## src/rtl/bmv_pkg.sv

```systemverilog
// bmv_pkg: shared types and constants for the batched matrix-vector mac
// used by every module of the block; no dependencies

package bmv_pkg;

  // default largest block size
  localparam int unsigned MaxDimDefault = 64;

  // fixed field widths
  localparam int unsigned ValW  = 16;
  localparam int unsigned ProdW = 2 * ValW;
  localparam int unsigned AccW  = 38;
  localparam int unsigned RowW  = 6;
  localparam int unsigned BlkW  = 16;
  localparam int unsigned DimRegW = 7;

  // stream data widths, padded to whole bytes
  localparam int unsigned OutFieldsW = AccW + RowW + BlkW;
  localparam int unsigned OutDataW   = ((OutFieldsW + 7) / 8) * 8;

  // configuration port
  localparam int unsigned ApbAddrW = 3;
  localparam int unsigned ApbDataW = 32;

  // register index, taken from paddr bit 2
  typedef enum logic {
    REG_DIM         = 1'b0,
    REG_BLOCK_COUNT = 1'b1
  } reg_idx_e;

  // input opcode
  typedef enum logic {
    OP_LOAD_VEC = 1'b0,
    OP_MATRIX   = 1'b1
  } opcode_e;

  // row bookkeeping carried along with each matrix element
  typedef struct packed {
    logic            emit;
    logic [RowW-1:0] row_index;
    logic [BlkW-1:0] block_index;
    logic            last;
    logic            batch_done;
  } mac_tag_t;

endpackage

```

## src/rtl/batched_matrix_vector_mac_top.sv

```systemverilog
// a row's sum reaches the output register after its last element passes stages a and b
// throughput: one item (vector load or matrix element) per cycle; stalls only when the
//   output register holds a row sum the sink has not taken, the next row end waits behind it
//   in the product stage and one more matrix element sits in the input stage
// reset: counters, accumulator and valid flags cleared, dim and block_count set to 1;
//   the vector store is not cleared and holds garbage until loaded

module batched_matrix_vector_mac_top
  import bmv_pkg::*;
#(
  parameter int unsigned MAX_DIM = MaxDimDefault
) (
  input  logic                clk_i,
  input  logic                rst_ni,
  // apb configuration port
  input  logic                psel,
  input  logic                penable,
  input  logic                pwrite,
  input  logic [ApbAddrW-1:0] paddr,
  input  logic [ApbDataW-1:0] pwdata,
  output logic [ApbDataW-1:0] prdata,
  output logic                pready,
  // input stream
  input  logic                s_axis_tvalid,
  output logic                s_axis_tready,
  input  logic [ValW-1:0]     s_axis_tdata,  // [15:0] value
  input  logic                s_axis_tuser,  // [0] opcode
  // result stream
  output logic                m_axis_tvalid,
  input  logic                m_axis_tready,
  output logic [OutDataW-1:0] m_axis_tdata,  // [37:0] row_sum, [43:38] row_index,
                                             // [59:44] block_index, [63:60] zero
  output logic                m_axis_tlast,  // last
  output logic                m_axis_tuser   // [0] batch_done
);

  localparam int unsigned IdxW = $clog2(MAX_DIM);

  logic [DimRegW-1:0]     dim_q;
  logic [BlkW-1:0]        block_count_q;
  logic                   cfg_wr;
  reg_idx_e               cfg_idx;
  logic                   accept, load_acc, mac_acc;
  logic [IdxW-1:0]        wr_addr, rd_addr;
  mac_tag_t               in_tag, out_tag;
  logic signed [ValW-1:0] vec_data;
  logic signed [AccW-1:0] out_sum;

  // configuration registers
  assign pready  = 1'b1;
  assign cfg_idx = reg_idx_e'(paddr[2]);
  assign cfg_wr  = psel && penable && pwrite;

  always_ff @(posedge clk_i or negedge rst_ni) begin
    if (!rst_ni) begin
      dim_q         <= DimRegW'(1);
      block_count_q <= BlkW'(1);
    end else if (cfg_wr) begin
      case (cfg_idx)
        REG_DIM:         dim_q         <= pwdata[DimRegW-1:0];
        REG_BLOCK_COUNT: block_count_q <= pwdata[BlkW-1:0];
        default:         ;
      endcase
    end
  end

  always_comb begin
    case (cfg_idx)
      REG_DIM:         prdata = ApbDataW'(dim_q);
      REG_BLOCK_COUNT: prdata = ApbDataW'(block_count_q);
      default:         prdata = '0;
    endcase
  end

  // input handshake split by opcode
  assign accept   = s_axis_tvalid && s_axis_tready;
  assign load_acc = accept && (opcode_e'(s_axis_tuser) == OP_LOAD_VEC);
  assign mac_acc  = accept && (opcode_e'(s_axis_tuser) == OP_MATRIX);

  bmv_ctrl #(
    .MAX_DIM (MAX_DIM)
  ) u_ctrl (
    .clk_i         (clk_i),
    .rst_ni        (rst_ni),
    .dim_i         (dim_q),
    .block_count_i (block_count_q),
    .load_i        (load_acc),
    .mac_i         (mac_acc),
    .wr_addr_o     (wr_addr),
    .rd_addr_o     (rd_addr),
    .tag_o         (in_tag)
  );

  bmv_vec_store #(
    .MAX_DIM (MAX_DIM)
  ) u_vec_store (
    .clk_i     (clk_i),
    .wr_en_i   (load_acc),
    .wr_addr_i (wr_addr),
    .wr_data_i (s_axis_tdata),
    .rd_en_i   (mac_acc),
    .rd_addr_i (rd_addr),
    .rd_data_o (vec_data)
  );

  bmv_mac u_mac (
    .clk_i       (clk_i),
    .rst_ni      (rst_ni),
    .in_valid_i  (mac_acc),
    .in_value_i  (s_axis_tdata),
    .in_tag_i    (in_tag),
    .vec_data_i  (vec_data),
    .ready_o     (s_axis_tready),
    .out_valid_o (m_axis_tvalid),
    .out_ready_i (m_axis_tready),
    .out_sum_o   (out_sum),
    .out_tag_o   (out_tag)
  );

  // result packing
  assign m_axis_tdata = OutDataW'({out_tag.block_index, out_tag.row_index, out_sum});
  assign m_axis_tlast = out_tag.last;
  assign m_axis_tuser = out_tag.batch_done;

  // input stalls only behind a result the sink is holding off
  assert property (@(posedge clk_i) disable iff (!rst_ni)
    !s_axis_tready |-> (m_axis_tvalid && !m_axis_tready))
    else $error("input stalled without output backpressure");

  // end of batch always falls on the last row of a block
  assert property (@(posedge clk_i) disable iff (!rst_ni)
    (m_axis_tvalid && m_axis_tuser) |-> m_axis_tlast)
    else $error("batch_done without last");

endmodule

```

## src/rtl/bmv_vec_store.sv

```systemverilog
// bmv_vec_store: vector element store, one write and one registered read port
// depends on bmv_pkg for the element width

module bmv_vec_store
  import bmv_pkg::*;
#(
  parameter int unsigned MAX_DIM = MaxDimDefault,
  localparam int unsigned IdxW = $clog2(MAX_DIM)
) (
  input  logic                   clk_i,
  input  logic                   wr_en_i,
  input  logic [IdxW-1:0]        wr_addr_i,
  input  logic signed [ValW-1:0] wr_data_i,
  input  logic                   rd_en_i,
  input  logic [IdxW-1:0]        rd_addr_i,
  output logic signed [ValW-1:0] rd_data_o
);

  logic signed [ValW-1:0] mem [MAX_DIM];
  logic signed [ValW-1:0] rd_data_q;

  // write port
  always_ff @(posedge clk_i) begin
    if (wr_en_i) begin
      mem[wr_addr_i] <= wr_data_i;
    end
  end

  // registered read port
  always_ff @(posedge clk_i) begin
    if (rd_en_i) begin
      rd_data_q <= mem[rd_addr_i];
    end
  end

  assign rd_data_o = rd_data_q;

endmodule

```

## src/rtl/bmv_ctrl.sv

```systemverilog
// bmv_ctrl: load pointer, column, row and block counters
// depends on bmv_pkg for the row tag struct and widths

module bmv_ctrl
  import bmv_pkg::*;
#(
  parameter int unsigned MAX_DIM = MaxDimDefault,
  localparam int unsigned IdxW = $clog2(MAX_DIM),
  localparam int unsigned CntW = IdxW + 1
) (
  input  logic               clk_i,
  input  logic               rst_ni,
  input  logic [DimRegW-1:0] dim_i,
  input  logic [BlkW-1:0]    block_count_i,
  input  logic               load_i,
  input  logic               mac_i,
  output logic [IdxW-1:0]    wr_addr_o,
  output logic [IdxW-1:0]    rd_addr_o,
  output mac_tag_t           tag_o
);

  logic [IdxW-1:0] lp_q, lp_d;
  logic [IdxW-1:0] cc_q, cc_d;
  logic [IdxW-1:0] rc_q, rc_d;
  logic [BlkW-1:0] bc_q, bc_d;
  logic [CntW-1:0] dim_eff;
  logic [BlkW:0]   blk_eff;
  logic [CntW-1:0] lp_inc, cc_inc, rc_inc;
  logic [BlkW:0]   bc_inc;
  logic            row_end, last_row, last_blk;

  // effective limits: zero means one, dim capped at the store depth
  always_comb begin
    if (dim_i == '0) begin
      dim_eff = CntW'(1);
    end else if (32'(dim_i) > MAX_DIM) begin
      dim_eff = CntW'(MAX_DIM);
    end else begin
      dim_eff = CntW'(dim_i);
    end
    blk_eff = (block_count_i == '0) ? (BlkW+1)'(1) : {1'b0, block_count_i};
  end

  // end-of-count tests
  assign lp_inc   = {1'b0, lp_q} + CntW'(1);
  assign cc_inc   = {1'b0, cc_q} + CntW'(1);
  assign rc_inc   = {1'b0, rc_q} + CntW'(1);
  assign bc_inc   = {1'b0, bc_q} + (BlkW+1)'(1);
  assign row_end  = cc_inc >= dim_eff;
  assign last_row = rc_inc >= dim_eff;
  assign last_blk = bc_inc >= blk_eff;

  // counter next values
  always_comb begin
    lp_d = lp_q;
    cc_d = cc_q;
    rc_d = rc_q;
    bc_d = bc_q;
    if (load_i) begin
      lp_d = (lp_inc >= dim_eff) ? '0 : lp_inc[IdxW-1:0];
    end
    if (mac_i) begin
      if (!row_end) begin
        cc_d = cc_inc[IdxW-1:0];
      end else begin
        cc_d = '0;
        if (last_row) begin
          rc_d = '0;
          lp_d = '0;
          bc_d = last_blk ? '0 : bc_inc[BlkW-1:0];
        end else begin
          rc_d = rc_inc[IdxW-1:0];
        end
      end
    end
  end

  always_ff @(posedge clk_i or negedge rst_ni) begin
    if (!rst_ni) begin
      lp_q <= '0;
      cc_q <= '0;
      rc_q <= '0;
      bc_q <= '0;
    end else begin
      lp_q <= lp_d;
      cc_q <= cc_d;
      rc_q <= rc_d;
      bc_q <= bc_d;
    end
  end

  // store addresses and row tag for the element being accepted
  assign wr_addr_o          = lp_q;
  assign rd_addr_o          = cc_q;
  assign tag_o.emit         = row_end;
  assign tag_o.row_index    = RowW'(rc_q);
  assign tag_o.block_index  = bc_q;
  assign tag_o.last         = last_row;
  assign tag_o.batch_done   = last_row && last_blk;

endmodule

```

## src/rtl/bmv_mac.sv

```systemverilog
// bmv_mac: input stage, multiply stage, saturating accumulator and output register
// depends on bmv_pkg for widths and the row tag struct

module bmv_mac
  import bmv_pkg::*;
(
  input  logic                   clk_i,
  input  logic                   rst_ni,
  input  logic                   in_valid_i,
  input  logic signed [ValW-1:0] in_value_i,
  input  mac_tag_t               in_tag_i,
  input  logic signed [ValW-1:0] vec_data_i,
  output logic                   ready_o,
  output logic                   out_valid_o,
  input  logic                   out_ready_i,
  output logic signed [AccW-1:0] out_sum_o,
  output mac_tag_t               out_tag_o
);

  logic                    valid_a_q;
  logic signed [ValW-1:0]  val_a_q;
  mac_tag_t                tag_a_q;
  logic                    valid_b_q;
  logic signed [ProdW-1:0] prod_b_q;
  mac_tag_t                tag_b_q;
  logic signed [AccW-1:0]  acc_q, acc_d;
  logic                    out_valid_q;
  logic signed [AccW-1:0]  out_sum_q;
  mac_tag_t                out_tag_q;
  logic                    out_free, move_b, ready_b;
  logic signed [AccW:0]    sum_wide;
  logic signed [AccW-1:0]  sum_sat;

  // stage handshake: only row-end items need the output register
  assign out_free = !out_valid_q || out_ready_i;
  assign move_b   = valid_b_q && (!tag_b_q.emit || out_free);
  assign ready_b  = !valid_b_q || move_b;
  assign ready_o  = !valid_a_q || ready_b;

  // stage a: element value and tag, vector element read alongside
  always_ff @(posedge clk_i or negedge rst_ni) begin
    if (!rst_ni) begin
      valid_a_q <= 1'b0;
    end else if (ready_o) begin
      valid_a_q <= in_valid_i;
    end
  end

  always_ff @(posedge clk_i) begin
    if (ready_o && in_valid_i) begin
      val_a_q <= in_value_i;
      tag_a_q <= in_tag_i;
    end
  end

  // stage b: product
  always_ff @(posedge clk_i or negedge rst_ni) begin
    if (!rst_ni) begin
      valid_b_q <= 1'b0;
    end else if (ready_b) begin
      valid_b_q <= valid_a_q;
    end
  end

  always_ff @(posedge clk_i) begin
    if (ready_b && valid_a_q) begin
      prod_b_q <= val_a_q * vec_data_i;
      tag_b_q  <= tag_a_q;
    end
  end

  // saturating accumulate
  always_comb begin
    sum_wide = {acc_q[AccW-1], acc_q} + (AccW+1)'(prod_b_q);
    if (sum_wide[AccW] != sum_wide[AccW-1]) begin
      sum_sat = sum_wide[AccW] ? {1'b1, {(AccW-1){1'b0}}} : {1'b0, {(AccW-1){1'b1}}};
    end else begin
      sum_sat = sum_wide[AccW-1:0];
    end
    acc_d = acc_q;
    if (move_b) begin
      acc_d = tag_b_q.emit ? '0 : sum_sat;
    end
  end

  always_ff @(posedge clk_i or negedge rst_ni) begin
    if (!rst_ni) begin
      acc_q <= '0;
    end else begin
      acc_q <= acc_d;
    end
  end

  // output register
  always_ff @(posedge clk_i or negedge rst_ni) begin
    if (!rst_ni) begin
      out_valid_q <= 1'b0;
    end else if (move_b && tag_b_q.emit) begin
      out_valid_q <= 1'b1;
    end else if (out_ready_i) begin
      out_valid_q <= 1'b0;
    end
  end

  always_ff @(posedge clk_i) begin
    if (move_b && tag_b_q.emit) begin
      out_sum_q <= sum_sat;
      out_tag_q <= tag_b_q;
    end
  end

  assign out_valid_o = out_valid_q;
  assign out_sum_o   = out_sum_q;
  assign out_tag_o   = out_tag_q;

endmodule
```

## config.mk

```make
export PLATFORM = sky130hd
export DESIGN_NAME = batched_matrix_vector_mac_top
export DESIGN_NICKNAME = d
export VERILOG_FILES = /design/src/rtl/bmv_pkg.sv /design/src/rtl/batched_matrix_vector_mac_top.sv /design/src/rtl/bmv_vec_store.sv /design/src/rtl/bmv_ctrl.sv /design/src/rtl/bmv_mac.sv
export SDC_FILE = /design/constraint.sdc
export NUM_CORES = 2
export LEC_CHECK = 0
export BUFFER_PORTS_ARGS = -buffer_cell sky130_fd_sc_hd__buf_2
export CORE_AREA = 5 5 468 470
export DETAILED_ROUTE_END_ITERATION = 10
export DIE_AREA = 0 0 473 475
export GPL_ROUTABILITY_DRIVEN = 0
export GPL_TIMING_DRIVEN = 0
export PLACE_DENSITY = 0.54
export SLEW_MARGIN = 20
export SYNTH_ARGS = -nofsm -noshare
export SYNTH_HDL_FRONTEND = slang
export SYNTH_SLANG_ARGS = --single-unit
```

## constraint.sdc

```tcl
create_clock -name clk_i -period 19.2 [get_ports clk_i]
set_clock_uncertainty 0.2 [all_clocks]
set_input_delay 3.84 -clock clk_i [delete_from_list [all_inputs] [get_ports clk_i]]
set_output_delay 3.84 -clock clk_i [all_outputs]
set_load 0.02 [all_outputs]
```

==> key figures <==
Run status
  • Outcome: finished clean

Layout
  • Multi-input logic area: roughly 22000 µm²
  • Final std cells w/o fill: roughly 7000
  • Most common cell after layout, fill and taps aside: sky130_fd_sc_hd__edfxtp_1
  • Leading cell types in the layout, fill and taps excluded: sky130_fd_sc_hd__edfxtp_1 (1200), sky130_fd_sc_hd__mux4_2 (336), sky130_fd_sc_hd__inv_1 (326), sky130_fd_sc_hd__fa_1 (263), sky130_fd_sc_hd__nand2_1 (248)
  • Register Area: 38500 µm²
  • Synthesis-to-finish area growth: 15.7%
  • Final net count: around 4500
  • Fill count: 20600
  • Fraction of layout instances using a drive strength above 1: between 20% and 30%

Flow run
  • Reported max-cap violation count: 0

Setup path
  • Cell with the largest stage delay on the worst path: sky130_fd_sc_hd__nand4_1
  • Worst R2R Start: u_mac.val_a_q[12]
  • Critical Path Max Stage Delay: ~0.63 ns
  • Category of the worst setup path launch point: input port
  • Critical path endpoint category: primary output
  • Critical path peak fanout: 4
  • Start point of the critical path: m_axis_tready
  • Critical-path cell list: buf_2 > nor2b_1 > nand4_1 > buf_2
  • Type of the worst setup path: in2out
  • Crit-path leading delay family: simple AND/OR/NAND/NOR gates
  • Arr. time, crit path: ~5.3 ns
  • Worst endpoint required time: between 15 and 20 ns
  • Crit-path most repeated cell: sky130_fd_sc_hd__buf_2
  • Crit path buf inv count: 2

Clocking
  • CTS sink count: around 1300
  • Cts hold-fix bufs: 0
  • Level count of the clock H-tree: 4
  • CTS max path bufs: 3
  • Cells resized by post-CTS repair: 0
  • Clk_lat worst skew: between 0.7 and 0.8 ns
  • Setup Buffers After CTS: 0
  • Clock root cell: sky130_fd_sc_hd__clkbuf_16
  • Inserted Clock Buffers: between 100 and 150
  • CTS clock-pin slew for the worst setup and hold paths: around 0.060 ns
  • Clock tree from TritonCTS: yes

Drt
  • DR vias: approximately 33000
  • Detail-routed via count per cell: ~4.7
  • Wire per inst: 22.6 µm
  • Count of antenna-violating nets left after detailed routing: 0
  • Drt initial violations: roughly 2700
  • Post-Route WL: about 160000 µm
  • Detailed-routing iteration count for the pre-antenna-repair pass: 5
  • DRC Markers: 0

Worst hold path
  • Path type of the worst min-delay path: reg2reg
  • Hold path start: u_mac.tag_b_q[3]

STA
  • Setup repair after global routing missed its margin: no
  • Achievable clock frequency: approximately 0.11 GHz
  • Share of the cycle needed by the critical path after routing: between 40 and 50%
  • Fin. Hold Viols: 0
  • Number of pins exceeding their max-slew limit in the final report: 0
  • Setup TNS after final layout: 0 ns
  • Minimum clock period: around 9.3 ns
  • Number of failing setup endpoints in the final timing report: 0
  • Slew at the pin closest to its max-slew limit: 1.16 ns
  • Max-slew headroom at the worst pin: 22.1%

Synth
  • Syn_area_per_cell: between 15 and 20 µm²
  • Number of flops mapped to enable cells by yosys: between 1000 and 1500
  • Number of storage elements in the synthesis netlist: 1298
  • Yosys warnings: 0
  • Ys flop type: sky130_fd_sc_hd__edfxtp_1
  • Fraction of registers with async set/reset: roughly 7.6%
  • Sequential cell area fraction in the yosys report: between 60 and 70%
  • Cell Area, Synth: about 60000 µm²
  • Syn Inst Count: 3696
  • Unique masters post-synth: between 70 and 80

GRT
  • GRT Util Overall: around 14%
  • First-pass GRT wire length: about 230000 µm
  • Initial antenna violation count: 12
  • Global route total overflow: 0
  • Maximum number of pins on one net before global-route repair: between 60 and 70
  • Vias in the first global route: between 30000 and 40000

Die
  • Y dimension of the die: approximately 480 µm
  • Count of boundary I/O pins: between 150 and 200
  • Num rows: 170
  • DIE AREA: between 200000 and 250000 µm²
  • Horiz. Die Dim: around 470 µm
  • Core area: roughly 210000 µm²
  • Initial Util: a little under 30%

Place
  • Total half-perimeter wirelength after legalization and detailed placement: 111000 µm
  • Number of input and output port buffers inserted: approximately 120
  • Placed Cells: 6737
[final cells by class]
cell class                 instances  share of cell area, %
clock buffer                     184                   5.11
tap                             2838                   4.96
antenna                            3                 0.0105
buffer                           164                   1.05
multi-input combinational       1925                   30.2
timing repair buffer             184                   2.14
sequential                      1298                   53.8
inverter                         328                   1.72
clock inverter                    67                  0.983
[flip-flops by register name, indices dropped and copies added (netlist names)]
register               cells
u_mac.out_valid_o          1
u_ctrl.rd_addr_o           6
u_mac.prod_b_q            32
block_count_q             16
u_ctrl.rc_q                6
u_mac.out_tag_o           24
u_ctrl.wr_addr_o           6
u_mac.val_a_q             16
u_mac.valid_b_q            1
u_mac.tag_a_q             25
u_mac.acc_q               38
u_mac.valid_a_q            1
u_vec_store.mem         1024
u_mac.out_sum_o           38
u_ctrl.bc_q               16
u_vec_store.rd_data_o     16
u_mac.tag_b_q             25
dim_q                      7
[worst paths after layout]
check | to | slack [ns] | cells past startpoint
worst min-delay path | u_mac.out_tag_o[3] | 0.22 | 0
worst max-delay path | s_axis_tready | 9.86 | 4
worst min register to register | u_mac.out_tag_o[3] | 0.22 | 0
min in group asynchronous | u_mac.acc_q[26] | 2.79 | 1
max in group asynchronous | dim_q[0] | 15.24 | 2
worst max register to register | u_mac.prod_b_q[28] | 11.58 | 22
[stage by stage]
stage               utilization [%]  setup WS (ns)  area (µm²)  hold slack, ns
floorplan                         -          10.45       61900           0.200
CTS                            33.4           9.85       71500           0.218
global placement               30.9           9.86       66000           0.201
finish                         33.4           9.86       71600           0.217
global route                   33.4           9.75       71500           0.229
detailed placement             31.4           9.87       67200           0.205
[per-layer routing]
metal  vias up  global-route usage [%]  routed length (µm)
li1      14400                       -                   -
met1     17400                    19.4               69700
met2       925                    22.5               74400
met3       210                    2.68                9350
met4         0                    3.96                4280
met5         -                       0                   0
[logic make-up (layout without fill, tap and decap cells)]
family	Yosys count	after routing	synth area share (%)
simple gates	705	705	5.29
compound gates	306	306	3.16
other cells	2	24	0.0121
mux	368	368	12.8
buf+inv	492	927	3.20
xor+xnor	88	88	1.28
flops	1298	1298	62.3
fa+ha+maj	437	437	12.0
[cell usage after synthesis (8+ instances only)]
library cell,instances,share of area [%]
sky130_fd_sc_hd__xor2_1,25,0.35
sky130_fd_sc_hd__o21bai_1,8,0.097
sky130_fd_sc_hd__inv_1,327,2.0
sky130_fd_sc_hd__a211oi_1,14,0.17
sky130_fd_sc_hd__buf_1,17,0.10
sky130_fd_sc_hd__edfxtp_1,1200,58
sky130_fd_sc_hd__dfrtp_1,96,3.9
sky130_fd_sc_hd__mux2_2,31,0.56
sky130_fd_sc_hd__nand2b_1,22,0.22
sky130_fd_sc_hd__maj3_1,13,0.21
sky130_fd_sc_hd__nand3_1,38,0.31
sky130_fd_sc_hd__buf_4,22,0.27
sky130_fd_sc_hd__nor3_1,15,0.12
sky130_fd_sc_hd__xnor2_1,62,0.88
sky130_fd_sc_hd__and2_1,137,1.4
sky130_fd_sc_hd__nand2_1,248,1.5
sky130_fd_sc_hd__clkbuf_1,100,0.61
sky130_fd_sc_hd__fa_1,263,8.5
sky130_fd_sc_hd__a22o_1,18,0.25
sky130_fd_sc_hd__buf_2,22,0.18
sky130_fd_sc_hd__nor2_1,192,1.2
sky130_fd_sc_hd__mux4_2,336,12
sky130_fd_sc_hd__o21ai_0,95,0.77
sky130_fd_sc_hd__a21oi_1,71,0.57
sky130_fd_sc_hd__nor2b_1,15,0.15
sky130_fd_sc_hd__o21a_1,8,0.097
sky130_fd_sc_hd__ha_1,161,3.3
sky130_fd_sc_hd__a21o_1,39,0.47
Power is not shown: default switching activity piles up to over one toggle a cycle in this logic, so the estimate is an artifact.
